[config.mk]
export PLATFORM = sky130hd
export DESIGN_NAME = prq_ctrl
export DESIGN_NICKNAME = d
export VERILOG_FILES = /design/src/rtl/core/assert_macros.svh /design/src/rtl/core/prq_pkg.sv /design/src/rtl/core/prq_ctrl.sv
export SDC_FILE = /design/constraint.sdc
export NUM_CORES = 1
export LEC_CHECK = 0
export ABC_AREA = 1
export BUFFER_PORTS_ARGS = -buffer_cell sky130_fd_sc_hd__buf_2
export CAP_MARGIN = 20
export CORE_AREA = 2 2 39 41
export CTS_CLUSTER_DIAMETER = 120
export DETAILED_ROUTE_END_ITERATION = 6
export DIE_AREA = 0 0 41 43
export PLACE_DENSITY = 0.38
export SETUP_SLACK_MARGIN = 0.5
export SLEW_MARGIN = 20
export SYNTH_ARGS = -nofsm -noshare
export SYNTH_HDL_FRONTEND = slang
export SYNTH_SLANG_ARGS = --single-unit
[constraint.sdc]
create_clock -name clk_i -period 1.17 [get_ports clk_i]
set_clock_uncertainty 0.2 [all_clocks]
set_input_delay 0.117 -clock clk_i [delete_from_list [all_inputs] [get_ports clk_i]]
set_output_delay 0.117 -clock clk_i [all_outputs]
set_load 0.03 [all_outputs]
[src/rtl/core/assert_macros.svh]
// Assertion macros shared by the packet ring queue RTL.
`ifndef ASSERT_MACROS_SVH
`define ASSERT_MACROS_SVH

// Check a property on every rising clock edge, disabled while reset is low.
`define PRQ_ASSERT(label, clk, rst_n, prop, msg) \
  label: assert property (@(posedge clk) disable iff (!rst_n) (prop)) else $error(msg);

// Check that an antecedent implies a consequent on the next clock edge.
`define PRQ_ASSERT_NEXT(label, clk, rst_n, ante, cons, msg) \
  label: assert property (@(posedge clk) disable iff (!rst_n) (ante) |=> (cons)) \
    else $error(msg);

`endif

[src/rtl/core/prq_pkg.sv]
// Package with types, codes and defaults for the packet ring queue.
`default_nettype none

package prq_pkg;

  // Defaults for the top-level parameters
  localparam int QUEUE_DEPTH_DEF = 8;
  localparam int ENTRY_BYTES_DEF = 128;

  // Field widths of the items
  localparam int KIND_W   = 3;
  localparam int LEN_W    = 8;
  localparam int BYTE_W   = 8;
  localparam int OFFSET_W = 7;
  localparam int STATUS_W = 2;

  // Item kinds
  typedef enum logic [KIND_W-1:0] {
    KIND_START = 3'd0,
    KIND_DATA  = 3'd1,
    KIND_READ  = 3'd2,
    KIND_POP   = 3'd3,
    KIND_DROP  = 3'd4,
    KIND_CLEAR = 3'd5
  } kind_e;

  // Result status codes
  typedef enum logic [STATUS_W-1:0] {
    STATUS_OK       = 2'd0,
    STATUS_FULL     = 2'd1,
    STATUS_EMPTY    = 2'd2,
    STATUS_NO_ENTRY = 2'd3
  } status_e;

  // Commands from the controller to the datapath
  typedef struct packed {
    logic capture;   // latch the accepted item
    logic exec;      // apply the item to the queue state
    logic len_read;  // fetch the length of the oldest entry
    logic load_out;  // load the result register
  } ctrl_cmd_t;

  // Status from the datapath
  typedef struct packed {
    logic is_empty;
    logic is_full;
  } dp_status_t;

endpackage

`default_nettype wire

[src/rtl/core/prq_ctrl.sv]
// Controller state machine that sequences one item through the datapath.
`default_nettype none

module prq_ctrl (
  input  wire logic                clk_i,
  input  wire logic                rst_ni,
  input  wire logic                in_valid_i,
  output logic                     in_ready_o,
  output logic                     out_valid_o,
  input  wire logic                out_ready_i,
  output prq_pkg::ctrl_cmd_t       cmd_o
);

  typedef enum logic [1:0] {
    S_IDLE,
    S_EXEC,
    S_LEN,
    S_OUT
  } state_e;

  state_e state_q;
  logic   out_valid_q;
  logic   load_free;

  // Result register is free when empty or being taken this cycle
  assign load_free   = !out_valid_q || out_ready_i;
  assign in_ready_o  = (state_q == S_IDLE);
  assign out_valid_o = out_valid_q;

  // Decode commands from the state
  always_comb begin
    cmd_o          = '0;
    cmd_o.capture  = (state_q == S_IDLE) && in_valid_i;
    cmd_o.exec     = (state_q == S_EXEC);
    cmd_o.len_read = (state_q == S_LEN);
    cmd_o.load_out = (state_q == S_OUT) && load_free;
  end

  // Hold state and result valid
  always_ff @(posedge clk_i or negedge rst_ni) begin
    if (!rst_ni) begin
      state_q     <= S_IDLE;
      out_valid_q <= 1'b0;
    end else begin
      unique case (state_q)
        S_IDLE: begin
          if (in_valid_i) state_q <= S_EXEC;
          if (out_ready_i) out_valid_q <= 1'b0;
        end
        S_EXEC: begin
          state_q <= S_LEN;
          if (out_ready_i) out_valid_q <= 1'b0;
        end
        S_LEN: begin
          state_q <= S_OUT;
          if (out_ready_i) out_valid_q <= 1'b0;
        end
        S_OUT: begin
          if (load_free) begin
            out_valid_q <= 1'b1;
            state_q     <= S_IDLE;
          end
        end
        default: state_q <= S_IDLE;
      endcase
    end
  end

endmodule

`default_nettype wire

==> metrics.md <==
| Metric | Value |
|---|---|
| I/O pin count | 10 |
| Top layer reached by signal wires | met3 |
| Routed WL | a little over 600 µm |
| Max Clock Freq | ~0.68 GHz |
| Sum of net half-perimeters after detailed placement | 427.8 µm |
| Antenna Violating Nets Remaining | 0 |
| Most frequent cells in the layout | 9 x buf_6, 6 x nand2_1, 6 x buf_4 |
| Wl on met1 | roughly 240 µm |
| PwrDens | around 3100 nW/µm² |
| Placed inst area | around 400 µm² |
| WP data required | roughly 0.85 ns |
| Routed WL per cell | between 8 and 9 µm |
| Clk root buf | clkbuf_4 |
| Slew headroom | 0.8889 |
| First-pass GRT wire length | ~1.1 mm |
| Register bit total from synthesis | 3 |
| CTS Buffer Depth | 2 |
| Switching power total | slightly below 0.8 mW |
| Initial core utilization | 0.1736 |
| Post-synthesis cell count | 31 |
| Synth-to-layout area growth | 131.8% |
| Gr ovfl total | 0 |
| Hold Path Origin | out_ready_i |
| Area of the core | roughly 1400 µm² |
| Syn Area/Cell | just under 8 µm² |
| Crit. Startpoint | state_q[0] |
| Crit path kind | reg -> out |
| Post-layout minimum cycle time | between 1 and 1.5 ns |
| Hold_buf cts | 1 |
| Drt pass-1 iters | 1 |
| Commonest non-fill, non-tap cell in the layout | buf_6 |
| Internal | around 0.95 mW |
| Fin area | 556.8 µm² |
| Clock Latency Late Sink | between 0.2 and 0.25 ns |
| Final worst path period share | 1.249 |
| Routability cong. | about 0.7 |
| DRT iter0 DRCs | 0 |
| Status | finished with violations |
| Worst-path clk slew | approximately 0.040 ns |
| Met3 WL post-DR | roughly 21 µm |
| Die Area | around 1800 µm² |
| # fillers | between 150 and 200 |
| DP Worst Slack | -0.1476 ns |
| GRT Total Usage | 0.09228 |
| Final Net Count | 64 |
| Clock Power Share | 0.104 |
| Seq/Total Area, Yosys | 0.3125 |
| Synth Warn # | 0 |
| Leak pwr | ~0.27 nW |
| Worst Setup End Kind | output port |
| Final Power | between 1.5 and 2 mW |
| Die Height | 43 µm |
| CTS tree | yes |
| Fin worst setup slack | -0.2915 ns |
| Worst Tran Pin Value | 0.1666 ns |
| Arrival time worst endpoint | about 1.1 ns |
| H-tree levels | 1 |
| Hold WS | -0.007967 ns |
| Drt drc | 0 |
| Fin cells | 70 |
| Syn Nets | 40 |
| N_diodes | 0 |
| Routed vias/inst | between 3 and 4 |
| DR vias | 259 |
| Worst min path class | in -> reg |
| Largest net degree at the start of global routing | 6 |
| Failing checks | negative hold slack, negative setup slack |
| Die W | 41 µm |
| # clock sinks | 3 |
| Num CTS Buffers | 3 |
| Sequential cell fraction of total power | 0.171 |
| Gate power share | 0.725 |
| Maxcap violations | 0 |
| Initial antenna violation count | 0 |
| Hold violation total from the final report | 1 |
| PortBufs | 9 |
| RSZ-0062 raised after global routing | true |
| DP Cell Count | 60 |
| Reg-to-reg startpoint | state_q[1] |
| Synth cell types | 11 |
| Max-slew violation count | 0 |
| Final setup violation count | 9 |
| Met2 WL | about 360 µm |
| Crit Path Max Fanout | 5 |
| Maximum VDD drop | ~0.97 mV |
| Rows | 14 |
| Critical Path Source Type | flip-flop |
| Mapped Area | about 240 µm² |
| Sw frac | 0.4525 |
| Vias in the first global route | 289 |
| Share of cells above drive strength 1 | 0.7778 |
[layer usage]
metal / track usage / vias up
met4: 0.08000 / 0
met1: 0.1058 / 114
met3: 0.01571 / 0
met5: 0 / -
met2: 0.1375 / 5
li1: - / 140
[per-stage QoR]
stage	util	setup TNS [ns]
6_report	0.4024	-1.889
5_1_grt	0.4024	-2.300
4_1_cts	0.3716	-1.838
3_5_place_dp	0.2830	-0.7121
3_3_place_gp	0.2830	-0.6792
2_1_floorplan	-	-0.2022
[state kept, by name (all words and copies together) (netlist names)]
name / flops
state_q: 2
out_valid_o: 1
[power by group through the flow]
| stage | Clock [mW] | Combinational (mW) | Sequential [mW] |
|---|---|---|---|
| final | 0.181 | 1.26 | 0.297 |
| after global placement | 0 | 0.864 | 0.257 |
| after global routing | 0.208 | 1.36 | 0.305 |
| after detailed placement | 0 | 0.886 | 0.254 |
| after floorplan | 0 | 0.610 | 0.288 |
| after CTS | 0.194 | 1.15 | 0.268 |
[final cells by class]
cell class | instances | area [µm²] | area share
multi-input combinational | 20 | 222.7 | 0.4000
timing repair buffer | 19 | 171.4 | 0.3079
clock buffer | 4 | 26.28 | 0.04719
inverter | 8 | 37.54 | 0.06742
tap | 16 | 20.02 | 0.03596
sequential | 3 | 78.83 | 0.1416
[logic make-up after synthesis]
kind of cell,count (synthesis),synth area share
flops,3,0.3125
simple gates,13,0.2604
fa+ha+maj,5,0.2604
buf+inv,8,0.1250
compound gates,2,0.04163
[path summary, 6_finish.rpt]
kind	cells past startpoint	slack (ns)	endpoint
max in group asynchronous	2	0.64	out_valid_o
min in group asynchronous	2	0.01	state_q[1]
hold reg to reg	2	0.39	out_valid_o
setup / recovery	5	-0.29	cmd_o[3]
setup reg to reg	7	-0.21	state_q[0]
hold / removal	4	-0.008	out_valid_o
[repair_timing]
item                       in CTS  in global routing
hold endpoints to repair        4                  2
resized for setup              16                  9
setup endpoints to repair       9                  9
setup buffers                   4                  1
pin swaps                       6                  2
[critical path, cell delays in order, from the launching register on]
cell	delay (ns)
dfrtp_2	0.46
inv_4	0.10
ha_4	0.15
nand2_4	0.05
inv_4	0.04
buf_6	0.11
[synthesized netlist by cell type (all sizes together)]
| cell | n | share of area |
|---|---|---|
| nand2 | 9 | 0.16 |
| nor2 | 1 | 0.016 |
| a21oi | 1 | 0.021 |
| nand3 | 3 | 0.083 |
| dfrtp | 3 | 0.31 |
| ha | 5 | 0.26 |
| o21ai | 1 | 0.021 |
| inv | 8 | 0.13 |
Power figures use the tool's default switching activity.
